**config.mk**
```make
export PLATFORM = sky130hd
export DESIGN_NAME = two_button_press_classifier
export DESIGN_NICKNAME = d
export VERILOG_FILES = /design/src/rtl/tbpc_pkg.sv /design/src/rtl/tbpc_cfg.sv /design/src/rtl/tbpc_debounce.sv /design/src/rtl/tbpc_classify.sv /design/src/rtl/two_button_press_classifier.sv
export VERILOG_INCLUDE_DIRS = /design/src /design/src/rtl
export SDC_FILE = /design/constraint.sdc
export NUM_CORES = 1
export LEC_CHECK = 0
export ABC_AREA = 1
export BUFFER_PORTS_ARGS = -buffer_cell sky130_fd_sc_hd__buf_2
export CORE_UTILIZATION = 45
export DETAILED_ROUTE_END_ITERATION = 8
export HOLD_SLACK_MARGIN = 0.08
export PLACE_DENSITY_LB_ADDON = 0.2
export RECOVER_POWER = 50
export SYNTH_ARGS = -nofsm -noshare
export SYNTH_HDL_FRONTEND = slang
export SYNTH_HIERARCHICAL = 1
export SYNTH_SLANG_ARGS = --single-unit
```
**constraint.sdc**
```tcl
create_clock -name i_clk -period 8.19 [get_ports i_clk]
set_clock_uncertainty 0.05 [all_clocks]
set_input_delay 0 -clock i_clk [delete_from_list [all_inputs] [get_ports i_clk]]
set_output_delay 0 -clock i_clk [all_outputs]
set_load 0.01 [all_outputs]
```
**src/rtl/assert_macros.svh**
```systemverilog
// Assertion helpers for the RTL (included by tbpc_classify)
`ifndef ASSERT_MACROS_SVH
`define ASSERT_MACROS_SVH

// Same-cycle implication, disabled while in reset
`define TBPC_ASSERT_IMP(label, clk, rst_n, ante, cons) \
    label: assert property (@(posedge clk) disable iff (!rst_n) (ante) |-> (cons)) \
        else $error("assertion failed");

// Next-cycle implication, disabled while in reset
`define TBPC_ASSERT_NEXT(label, clk, rst_n, ante, cons) \
    label: assert property (@(posedge clk) disable iff (!rst_n) (ante) |=> (cons)) \
        else $error("assertion failed");

`endif

```
**src/rtl/tbpc_pkg.sv**
```systemverilog
`timescale 1ns / 1ps

package tbpc_pkg;

    localparam int unsigned TIME_W = 32;
    localparam int unsigned CFG_W  = 16;
    localparam int unsigned ADDR_W = 4;
    localparam int unsigned DATA_W = 32;

    // Register indexes
    typedef enum logic [1:0] {
        REG_DEBOUNCE     = 2'd0,
        REG_REPEAT_DELAY = 2'd1,
        REG_REPEAT_PER   = 2'd2,
        REG_LONG_PRESS   = 2'd3
    } t_reg_idx;

    // Event codes
    typedef enum logic [1:0] {
        EV_NONE   = 2'd0,
        EV_SCROLL = 2'd1,
        EV_SHORT  = 2'd2,
        EV_LONG   = 2'd3
    } t_event;

    localparam logic [CFG_W-1:0] DEBOUNCE_RST     = 16'd50;
    localparam logic [CFG_W-1:0] REPEAT_DELAY_RST = 16'd500;
    localparam logic [CFG_W-1:0] REPEAT_PER_RST   = 16'd150;
    localparam logic [CFG_W-1:0] LONG_PRESS_RST   = 16'd1000;

    typedef struct packed {
        logic [CFG_W-1:0] debounce_ms;
        logic [CFG_W-1:0] repeat_delay_ms;
        logic [CFG_W-1:0] repeat_period_ms;
        logic [CFG_W-1:0] long_press_ms;
    } t_cfg;

    // Debounced edge seen on this poll
    typedef struct packed {
        logic press;
        logic release_evt;
    } t_deb_evt;

endpackage

```
**src/rtl/tbpc_cfg.sv**
```systemverilog
`timescale 1ns / 1ps

module tbpc_cfg (
    input  logic                           i_clk,
    input  logic                           i_rst_n,
    input  logic                           psel,
    input  logic                           penable,
    input  logic                           pwrite,
    input  logic [tbpc_pkg::ADDR_W-1:0]    paddr,
    input  logic [tbpc_pkg::DATA_W-1:0]    pwdata,
    output logic [tbpc_pkg::DATA_W-1:0]    prdata,
    output logic                           pready,
    output tbpc_pkg::t_cfg                 o_cfg
);
    import tbpc_pkg::*;

    t_cfg     r_cfg;
    t_reg_idx idx;
    logic     wr_en;

    assign idx    = t_reg_idx'(paddr[3:2]);
    assign wr_en  = psel && penable && pwrite;
    assign pready = 1'b1;
    assign o_cfg  = r_cfg;

    // Register writes
    always_ff @(posedge i_clk) begin
        if (!i_rst_n) begin
            r_cfg.debounce_ms      <= DEBOUNCE_RST;
            r_cfg.repeat_delay_ms  <= REPEAT_DELAY_RST;
            r_cfg.repeat_period_ms <= REPEAT_PER_RST;
            r_cfg.long_press_ms    <= LONG_PRESS_RST;
        end else if (wr_en) begin
            case (idx)
                REG_DEBOUNCE:     r_cfg.debounce_ms      <= pwdata[CFG_W-1:0];
                REG_REPEAT_DELAY: r_cfg.repeat_delay_ms  <= pwdata[CFG_W-1:0];
                REG_REPEAT_PER:   r_cfg.repeat_period_ms <= pwdata[CFG_W-1:0];
                REG_LONG_PRESS:   r_cfg.long_press_ms    <= pwdata[CFG_W-1:0];
                default: ;
            endcase
        end
    end

    // Read-back
    always_comb begin
        prdata = '0;
        case (idx)
            REG_DEBOUNCE:     prdata[CFG_W-1:0] = r_cfg.debounce_ms;
            REG_REPEAT_DELAY: prdata[CFG_W-1:0] = r_cfg.repeat_delay_ms;
            REG_REPEAT_PER:   prdata[CFG_W-1:0] = r_cfg.repeat_period_ms;
            REG_LONG_PRESS:   prdata[CFG_W-1:0] = r_cfg.long_press_ms;
            default:          prdata = '0;
        endcase
    end

endmodule

```
**src/rtl/tbpc_debounce.sv**
```systemverilog
`timescale 1ns / 1ps

module tbpc_debounce (
    input  logic                         i_clk,
    input  logic                         i_rst_n,
    input  logic                         i_en,
    input  logic [tbpc_pkg::TIME_W-1:0]  i_now,
    input  logic                         i_level,
    input  logic [tbpc_pkg::CFG_W-1:0]   i_debounce_ms,
    output tbpc_pkg::t_deb_evt           o_evt
);
    import tbpc_pkg::*;

    logic              r_last_raw;
    logic              r_stable;
    logic [TIME_W-1:0] r_change_time;

    logic              changed;
    logic [TIME_W-1:0] change_time;
    logic [TIME_W-1:0] elapsed;
    logic              take;

    // A raw change restarts the window; level is taken once the window is exceeded
    always_comb begin
        changed     = i_level != r_last_raw;
        change_time = changed ? i_now : r_change_time;
        elapsed     = i_now - change_time;
        take        = (elapsed > {{(TIME_W-CFG_W){1'b0}}, i_debounce_ms})
                      && (i_level != r_stable);
        o_evt.press       = take && !i_level;
        o_evt.release_evt = take && i_level;
    end

    always_ff @(posedge i_clk) begin
        if (!i_rst_n) begin
            r_last_raw    <= 1'b1;
            r_stable      <= 1'b1;
            r_change_time <= '0;
        end else if (i_en) begin
            r_last_raw    <= i_level;
            r_change_time <= change_time;
            if (take) begin
                r_stable <= i_level;
            end
        end
    end

endmodule

```
**src/rtl/tbpc_classify.sv**
```systemverilog
`timescale 1ns / 1ps

module tbpc_classify (
    input  logic                         i_clk,
    input  logic                         i_rst_n,
    input  logic                         i_fire,
    input  logic [tbpc_pkg::TIME_W-1:0]  i_now,
    input  tbpc_pkg::t_cfg               i_cfg,
    input  tbpc_pkg::t_deb_evt           i_scroll,
    input  tbpc_pkg::t_deb_evt           i_select,
    output logic                         o_select_en,
    output tbpc_pkg::t_event             o_event
);
    import tbpc_pkg::*;
    `include "assert_macros.svh"

    logic              r_scroll_held;
    logic [TIME_W-1:0] r_scroll_press_time;
    logic [TIME_W-1:0] r_scroll_repeat_time;
    logic              r_select_held;
    logic [TIME_W-1:0] r_select_press_time;
    logic              r_long_sent;

    logic              n_scroll_held;
    logic              scroll_repeat;
    logic              scroll_ev;
    logic              n_select_held;
    logic [TIME_W-1:0] n_select_press_time;
    logic              sent_a;
    logic              short_ev;
    logic              long_ev;
    logic              n_long_sent;

    // Scroll: event on debounced press, then auto-repeat while held
    always_comb begin
        n_scroll_held = i_scroll.press ? 1'b1 :
                        (i_scroll.release_evt ? 1'b0 : r_scroll_held);
        scroll_repeat = r_scroll_held && !i_scroll.press && !i_scroll.release_evt
            && ((i_now - r_scroll_press_time)
                >= {{(TIME_W-CFG_W){1'b0}}, i_cfg.repeat_delay_ms})
            && ((i_now - r_scroll_repeat_time)
                >= {{(TIME_W-CFG_W){1'b0}}, i_cfg.repeat_period_ms});
        scroll_ev     = i_scroll.press || scroll_repeat;
    end

    // Select: short press on release unless a long press was sent, long press once while held
    always_comb begin
        n_select_held       = i_select.press ? 1'b1 :
                              (i_select.release_evt ? 1'b0 : r_select_held);
        n_select_press_time = i_select.press ? i_now : r_select_press_time;
        sent_a              = i_select.press ? 1'b0 : r_long_sent;
        short_ev            = i_select.release_evt && r_select_held && !r_long_sent;
        long_ev             = !short_ev && n_select_held && !sent_a
            && ((i_now - n_select_press_time)
                >= {{(TIME_W-CFG_W){1'b0}}, i_cfg.long_press_ms});
        n_long_sent         = long_ev ? 1'b1 : sent_a;
    end

    assign o_select_en = i_fire && !scroll_ev;

    always_comb begin
        if (scroll_ev) begin
            o_event = EV_SCROLL;
        end else if (short_ev) begin
            o_event = EV_SHORT;
        end else if (long_ev) begin
            o_event = EV_LONG;
        end else begin
            o_event = EV_NONE;
        end
    end

    // Scroll state
    always_ff @(posedge i_clk) begin
        if (!i_rst_n) begin
            r_scroll_held        <= 1'b0;
            r_scroll_press_time  <= '0;
            r_scroll_repeat_time <= '0;
        end else if (i_fire) begin
            r_scroll_held <= n_scroll_held;
            if (i_scroll.press) begin
                r_scroll_press_time <= i_now;
            end
            if (scroll_ev) begin
                r_scroll_repeat_time <= i_now;
            end
        end
    end

    // Select state, frozen on polls that scroll claims
    always_ff @(posedge i_clk) begin
        if (!i_rst_n) begin
            r_select_held       <= 1'b0;
            r_select_press_time <= '0;
            r_long_sent         <= 1'b0;
        end else if (o_select_en) begin
            r_select_held       <= n_select_held;
            r_select_press_time <= n_select_press_time;
            r_long_sent         <= n_long_sent;
        end
    end

    `TBPC_ASSERT_NEXT(a_idle_holds, i_clk, i_rst_n, !i_fire,
        $stable(r_scroll_held) && $stable(r_select_held) && $stable(r_long_sent))
    `TBPC_ASSERT_NEXT(a_scroll_freezes_select, i_clk, i_rst_n, i_fire && scroll_ev,
        $stable(r_select_held) && $stable(r_long_sent) && $stable(r_select_press_time))
    `TBPC_ASSERT_NEXT(a_long_marks_sent, i_clk, i_rst_n,
        i_fire && (o_event == EV_LONG), r_long_sent && r_select_held)

endmodule

```
**src/rtl/two_button_press_classifier.sv**
```systemverilog
// Pipeline: a poll is captured in the input register, and its event is then
// registered in the result register.
// Throughput: one poll per clock cycle while the output is not stalled; the debounce
// and hold compares sit between the input register and the result register.
// Reset (synchronous, active low): config registers back to their defaults, both buttons
// taken as released, pipeline empty.
`timescale 1ns / 1ps

module two_button_press_classifier (
    input  logic                         i_clk,
    input  logic                         i_rst_n,
    // poll input
    input  logic                         i_in_valid,
    output logic                         o_in_stall,
    input  logic [tbpc_pkg::TIME_W-1:0]  i_now_ms,
    input  logic                         i_scroll_level,
    input  logic                         i_select_level,
    // event output
    output logic                         o_out_valid,
    input  logic                         i_out_stall,
    output logic [1:0]                   o_event_code,
    // configuration
    input  logic                         psel,
    input  logic                         penable,
    input  logic                         pwrite,
    input  logic [tbpc_pkg::ADDR_W-1:0]  paddr,
    input  logic [tbpc_pkg::DATA_W-1:0]  pwdata,
    output logic [tbpc_pkg::DATA_W-1:0]  prdata,
    output logic                         pready
);
    import tbpc_pkg::*;

    logic              r_in_valid;
    logic [TIME_W-1:0] r_now;
    logic              r_scroll_lvl;
    logic              r_select_lvl;
    logic              r_out_valid;
    t_event            r_out_code;

    logic              out_free;
    logic              in_free;
    logic              fire;
    logic              select_en;
    t_cfg              cfg;
    t_deb_evt          scroll_evt;
    t_deb_evt          select_evt;
    t_event            event_code;

    // Pipeline flow control
    assign out_free     = !r_out_valid || !i_out_stall;
    assign in_free      = !r_in_valid || out_free;
    assign fire         = r_in_valid && out_free;
    assign o_in_stall   = !in_free;
    assign o_out_valid  = r_out_valid;
    assign o_event_code = r_out_code;

    tbpc_cfg u_cfg (
        .i_clk   (i_clk),
        .i_rst_n (i_rst_n),
        .psel    (psel),
        .penable (penable),
        .pwrite  (pwrite),
        .paddr   (paddr),
        .pwdata  (pwdata),
        .prdata  (prdata),
        .pready  (pready),
        .o_cfg   (cfg)
    );

    tbpc_debounce u_deb_scroll (
        .i_clk         (i_clk),
        .i_rst_n       (i_rst_n),
        .i_en          (fire),
        .i_now         (r_now),
        .i_level       (r_scroll_lvl),
        .i_debounce_ms (cfg.debounce_ms),
        .o_evt         (scroll_evt)
    );

    tbpc_debounce u_deb_select (
        .i_clk         (i_clk),
        .i_rst_n       (i_rst_n),
        .i_en          (select_en),
        .i_now         (r_now),
        .i_level       (r_select_lvl),
        .i_debounce_ms (cfg.debounce_ms),
        .o_evt         (select_evt)
    );

    tbpc_classify u_classify (
        .i_clk       (i_clk),
        .i_rst_n     (i_rst_n),
        .i_fire      (fire),
        .i_now       (r_now),
        .i_cfg       (cfg),
        .i_scroll    (scroll_evt),
        .i_select    (select_evt),
        .o_select_en (select_en),
        .o_event     (event_code)
    );

    // Input register
    always_ff @(posedge i_clk) begin
        if (!i_rst_n) begin
            r_in_valid <= 1'b0;
        end else if (in_free) begin
            r_in_valid <= i_in_valid;
        end
    end

    always_ff @(posedge i_clk) begin
        if (in_free && i_in_valid) begin
            r_now        <= i_now_ms;
            r_scroll_lvl <= i_scroll_level;
            r_select_lvl <= i_select_level;
        end
    end

    // Result register
    always_ff @(posedge i_clk) begin
        if (!i_rst_n) begin
            r_out_valid <= 1'b0;
        end else if (out_free) begin
            r_out_valid <= r_in_valid;
        end
    end

    always_ff @(posedge i_clk) begin
        if (fire) begin
            r_out_code <= event_code;
        end
    end

endmodule
```
==> flow_summary.ini, run 1 <==
[status]
status = complete, but fails checks
violations = max-capacitance violations, max-slew violations

[critical_path]
reg2reg_slack_ps = 780
crit_path_end_kind = register
critPathSlowestCell = edfxtp_1
cp_max_fo = 6
cp-start-kind = register
critPathArrivalTime_ps = 7670
critPathMaxStageDelay_ps = 470
cpMostUsedCell = nand2_1
path_class = reg2reg
required_ps = 8450

[place]
place_area_um2 = 27500
port_buffers = 78
post-dp-hpwl_um = 71000
placed_cells = 5161
gp_congestion = 0.996

[routing]
wirelength_um = 91400
antenna_left = 0
wl_per_cell_um = 17.1
drt_first_iter_violations = 2373
drc = 0
viasPerCell = 5.14
vias = 27400
dr.pass1.iters = 6

[grt]
grt_pass1_vias = 25200
antenna_found_initial = 1
gr-total-overflow = 0
grt_pass1_wl_um = 140000
grt_start_max_net_pins = 98
grt_usage = 0.303

[sta]
final-setup-viol-count = 0
finalCritPeriodShare = 0.904
tightest_slew_ps = 4040
max_freq_mhz = 135
report.final.slew_viol_count = 246
rsz0062_at_grt = no
hold_viol = 0
maxSlewHeadroom = -1.70
finalCriticalPeriod_ps = 7410
final.setup.tns_ps = 0

[cells_and_area]
fin_util = 0.514
areaGrowthSynthToFinish_pct = 12.4
final_area_um2 = 29700
final-instance-count-excl-fill = 5331
nets = 4836
drive_above_1_share = 0.0771

[yosys]
synth.yosys.seq_area_share = 0.217
yosysTopAreaCell = nand2_1
async_reset_ff_frac = 0
synth_commonest_cells = nand2_1 (1298), inv_1 (796), nor2_1 (438), a21oi_1 (258), nand3_1 (251)
yosys_warnings = 6
synthFlopType = dfxtp_1
ys_ff_latch = 269
synth.most_common_cell = nand2_1
synth_enable_flop_cells = 36
avgSynthCellArea_um2 = 6.02
synth_cells = 4389
yosysUniqueCellTypes = 56
synth.cell_area_um2 = 26400
synth_area_leaders = nand2_1 (18%), dfxtp_1 (18%), inv_1 (11%)
synth_top_area_frac = 0.184

[clock_network]
cts_buffers = 37
clk_pin_slew_ps = 60
clk_latency_ps = 580
cts.path.max_buffers = 3
root_buffer = clkbuf_16
cts_tree = built
cts_sinks = 269
cts_max_level = 2

[die]
rows = 88
die_x_um = 244
coreArea_um2 = 57800
die_y_um = 244
io_pins = 114
die_area_um2 = 59700
start_util = 0.457

[power]
vdd_drop_max_mv = 0.187
report.power.total_mw = 5.21
power.density_nw_per_um2 = 176
leakagePower_nw = 15.4

[worst_hold_path]
holdCritPathClass = in2reg

[flow_run]
cap_violations = 4
[timing repair]
item                       CTS  global route
buffers inserted             0             7
hold endpoints to repair   149             0
hold buffers                96             0
setup endpoints to repair    0             3
resized for setup            0            13
[layer usage]
layer / global-route usage / routed length (µm) / part of all wire / up-vias
met4: 0.110 / 3220 / 0.035 / 0
met1: 0.418 / 43000 / 0.47 / 12300
met2: 0.483 / 39400 / 0.43 / 851
li1: - / - / - / 14100
met5: 0 / 0 / 0 / -
met3: 0.0347 / 5830 / 0.064 / 138
[report_power, final]
group	switching (mW)	total [mW]	leakage (nW)	internal, mW
combinational	1.33	2.06	12.5	0.730
sequential	0.0786	1.49	2.25	1.41
clock	0.670	1.67	0.606	0.996
total	2.08	5.21	15.4	3.14
[cells by family (layout without fill, tap and decap cells)]
logic type,count (synthesis),count (layout),synth area share
AND/OR/NAND/NOR,2298,2299,0.384
AO/OA/AOI/OAI,538,538,0.111
XOR/XNOR,77,77,0.0255
flip-flops,269,269,0.217
buffers and inverters,951,1111,0.144
multiplexers,34,34,0.0129
other,2,18,0.000284
adder cells (fa/ha/maj),220,220,0.105
[area by class of cell]
cell class,count,area [µm²]
Timing Repair Buffer,221,1690
Clock buffer,45,987
Multi-Input combinational cell,3185,17000
Clock inverter,20,245
Tap cell,765,957
Inverter,825,3100
Antenna cell,1,2.50
Sequential cell,269,5750
Fill cell,6175,28100
[sequential cells by signal (all words and copies together) (netlist names), 2 cells and up]
signal	flops
u_deb_scroll/r_change_time	32
u_deb_select/r_change_time	32
u_classify/r_select_press_time	32
u_classify/r_scroll_repeat_time	32
u_classify/r_scroll_press_time	32
u_cfg/o_cfg	64
o_event_code	2
r_now	32
[final timing paths]
check,start,endpoint,cells past startpoint
hold reg to reg,u_classify/r_scroll_press_time[16],u_classify/r_scroll_press_time[16],2
setup / recovery,r_select_lvl,o_event_code[0],46
setup reg to reg,r_select_lvl,o_event_code[0],46
hold / removal,i_now_ms[5],r_now[5],2
[cells in the final DEF (no fill, tap or decap), drive strengths merged, types with 84 or more instances in the layout]
cell / instances
dfxtp: 233
dlygate4sd3: 96
nand4: 84
nand3: 305
o21ai: 184
a21oi: 260
inv: 829
nor2: 478
buf: 101
ha: 217
nand2: 1354
[worst max-delay path: cells and delay by family (launching register included)]
family,cells,cell delay [ps]
AO/OA/AOI/OAI,5,1040
XOR/XNOR,2,370
adder cells (fa/ha/maj),5,1530
buffers and inverters,5,440
flip-flops,1,470
multiplexers,1,250
AND/OR/NAND/NOR,28,2990
[metrics by stage]
step / setup WS [ps] / hold WS [ps]
after floorplan: 1060 / 48.9
after detailed placement: 450 / 128
final: 784 / 119
after global placement: 559 / 126
after global routing: 20.4 / 129
after CTS: 419 / 83.1
(Power assumes the default switching activity.)
==> inputs of run 2 (changes only) <==
--- a/config.mk
+++ b/config.mk
@@ -6,13 +6,14 @@
 export SDC_FILE = /design/constraint.sdc
 export NUM_CORES = 1
 export LEC_CHECK = 0
-export ABC_AREA = 1
+export ABC_AREA = 0
 export BUFFER_PORTS_ARGS = -buffer_cell sky130_fd_sc_hd__buf_2
 export CORE_UTILIZATION = 45
 export DETAILED_ROUTE_END_ITERATION = 8
 export HOLD_SLACK_MARGIN = 0.08
 export PLACE_DENSITY_LB_ADDON = 0.2
 export RECOVER_POWER = 50
+export SLEW_MARGIN = 30
 export SYNTH_ARGS = -nofsm -noshare
 export SYNTH_HDL_FRONTEND = slang
 export SYNTH_HIERARCHICAL = 1
==> flow_summary.ini, run 2 <==
[yosys]
synth_enable_flop_cells = 36
synth-simple-area-share = 0.192
synth.area.mux_share = 0.0743
avgSynthCellArea_um2 = 7.95
synth_area_leaders = dfxtp_1 (20%), ha_1 (11%), nand2_1 (6.3%)
synth_xor_area_frac = 0.0430
synth.cell_area_um2 = 23900
yosys_warnings = 6
synthAdderAreaFrac = 0.120
yosysTopAreaCell = dfxtp_1
synth_cells = 3010
synth.most_common_cell = nand2_1
synth.yosys.seq_area_share = 0.240
synth_top_family_by_area = compound AO/OA/AOI/OAI gates
synthFlopType = dfxtp_1
yosysUniqueCellTypes = 115
synth_compound_area_frac = 0.263
ys_ff_latch = 269
async_reset_ff_frac = 0
synth_top_area_frac = 0.195
synth_commonest_cells = nand2_1 (399), dfxtp_1 (233), a21oi_1 (229), inv_1 (223), ha_1 (217)

[routing]
wirelength_um = 85600
drt_first_iter_violations = 1882
dr.pass1.iters = 7
viasPerCell = 5.97
wl_per_cell_um = 21.2
vias = 24000
drc = 0
antenna_left = 0

[sta]
rsz0062_at_grt = yes
final-setup-viol-count = 1
maxSlewHeadroom = -1.12
setup_ws_ps = -5.95
hold_slack_ps = 109
report.final.slew_viol_count = 308
tightest_slew_ps = 3180
hold_viol = 0
finalCritPeriodShare = 1.00
max_freq_mhz = 122
final.setup.tns_ps = -5.95
finalCriticalPeriod_ps = 8200

[power]
leakagePower_nw = 12.0
p_sw_mw = 1.82
power_frac_comb = 0.400
clockPowerShare = 0.309
p_int_mw = 3.15
swShare = 0.367
power.density_nw_per_um2 = 173
vdd_drop_max_mv = 0.124
power_frac_seq = 0.291
report.power.total_mw = 4.97

[cells_and_area]
drive_above_1_share = 0.155
final_cell_mix = nand2_1 (396), buf_4 (249), dfxtp_1 (233)
final_common_cell = nand2_1
fin_util = 0.546
nets = 3607
regArea_um2 = 5750
multiInputGateArea_um2 = 17000
areaGrowthSynthToFinish_pct = 20.1
fillers = 4958
largest_reg_flops = 64

[clock_network]
cts_max_level = 2
cts_tree = built
root_buffer = clkbuf_16
cts_sinks = 269
clk_pin_slew_ps = 60
cts.path.max_buffers = 3
clk_latency_ps = 560
cts_buffers = 34

[die]
rows = 84
start_util = 0.455
die_area_um2 = 54100
io_pins = 114
die_y_um = 233
coreArea_um2 = 52600
die_x_um = 233

[grt]
use_met2 = 0.551
grt_start_max_net_pins = 74
grt_pass1_vias = 23200
grt_usage = 0.310
met3_usage = 0.0431
grt_pass1_wl_um = 130000
antenna_found_initial = 1
top_usage_layer = met2
gr-total-overflow = 0
grtUsageMet1 = 0.371

[place]
gp_congestion = 1.03
pre_cts_ws_ps = -513
post-dp-hpwl_um = 66400
port_buffers = 78

[status]
status = complete, but fails checks
violations = max-capacitance violations, max-slew violations, negative setup slack

[critical_path]
critPathArrivalTime_ps = 8460
cp_max_fo = 4
path_buf_inv = 1
crit_path_end_kind = register
required_ps = 8460
path_delay_family = compound AO/OA/AOI/OAI gates
critPathSlowestCell = edfxtp_1
cpMostUsedCell = nor4_2
path_class = reg2reg
critPathMaxStageDelay_ps = 430
cp-start-kind = register

[worst_hold_path]
holdCritPathClass = in2reg

[flow_run]
cap_violations = 6
-- run 2: cell count changes in the layout (fill, tap and decap cells not counted), sizes merged, moves of 35 or more --
cell / previous run / this run
nand2b: 0 / 51
nand4: 84 / 49
nor2: 478 / 164
nand3: 305 / 76
nand2: 1354 / 400
inv: 829 / 227
o211a: 1 / 44
nor2b: 0 / 68
buf: 101 / 304
o31ai: 0 / 39
a211oi: 7 / 54
mux2i: 34 / 136
a21o: 5 / 57
xnor2: 22 / 72
-- run 2: worst register-to-register path, delay by kind of cell (launching register included) --
family | cells | cell delay (ps)
AO/OA/AOI/OAI | 16 | 2900
AND/OR/NAND/NOR | 12 | 2170
adder cells (fa/ha/maj) | 6 | 1460
XOR/XNOR | 3 | 530
flip-flops | 1 | 430
multiplexers | 1 | 350
buffers and inverters | 1 | 80
-- run 2: repair_timing --
item | in CTS | in global routing
hold buffers | 77 | 0
buffers inserted | 5 | 7
pin swaps | 19 | 20
gates resized for setup | 21 | 46
setup endpoints to repair | 3 | 66
endpoints found under the hold margin | 123 | 0
-- run 2: kinds of logic after synthesis --
| kind of cell | count (synthesis) |
|---|---|
| buffers and inverters | 389 |
| AO/OA/AOI/OAI | 892 |
| multiplexers | 156 |
| other | 2 |
| adder cells (fa/ha/maj) | 230 |
| AND/OR/NAND/NOR | 958 |
| flip-flops | 269 |
| XOR/XNOR | 114 |
-- run 2: per-layer routing --
layer | wire, µm | share of wire | up-vias
met1 | 35200 | 0.41 | 11500
met5 | 0 | 0 | -
li1 | - | - | 11500
met3 | 5050 | 0.059 | 207
met2 | 41600 | 0.49 | 768
met4 | 3780 | 0.044 | 0
-- run 2: path summary, 6_finish.rpt --
check                                           from                                 end  slack [ps]  depth (start not counted)
setup / recovery                        r_select_lvl                     o_event_code[0]          -6                         39
hold / removal                          i_now_ms[16]                           r_now[16]         110                          2
hold reg to reg   u_classify/r_scroll_press_time[26]  u_classify/r_scroll_press_time[26]         400                          2
setup reg to reg                        r_select_lvl                     o_event_code[0]          -6                         39
-- run 2: final cells by class --
| class | instances | area share |
|---|---|---|
| diodes | 2 | 0.000174 |
| repair buffers | 412 | 0.108 |
| well taps | 688 | 0.0300 |
| clock inverters | 18 | 0.00658 |
| inverters | 226 | 0.0296 |
| clock buffers | 44 | 0.0324 |
| flip-flops and latches | 269 | 0.200 |
| multi-input cells | 2367 | 0.593 |
-- run 2: metrics by stage --
step,std cells,cell area (µm²)
2_1_floorplan,3025,24100
3_3_place_gp,3874,26500
3_5_place_dp,3874,26500
4_1_cts,4018,28500
5_1_grt,4025,28700
6_report,4026,28700
-- run 2: power by group through the flow --
stage / sequential, mW / clock (mW) / combinational (mW)
global route: 1.45 / 1.62 / 2.16
finish: 1.45 / 1.54 / 1.99
floorplan: 1.47 / 0 / 1.24
global placement: 1.47 / 0 / 1.84
detailed placement: 1.47 / 0 / 1.86
CTS: 1.44 / 1.57 / 1.92
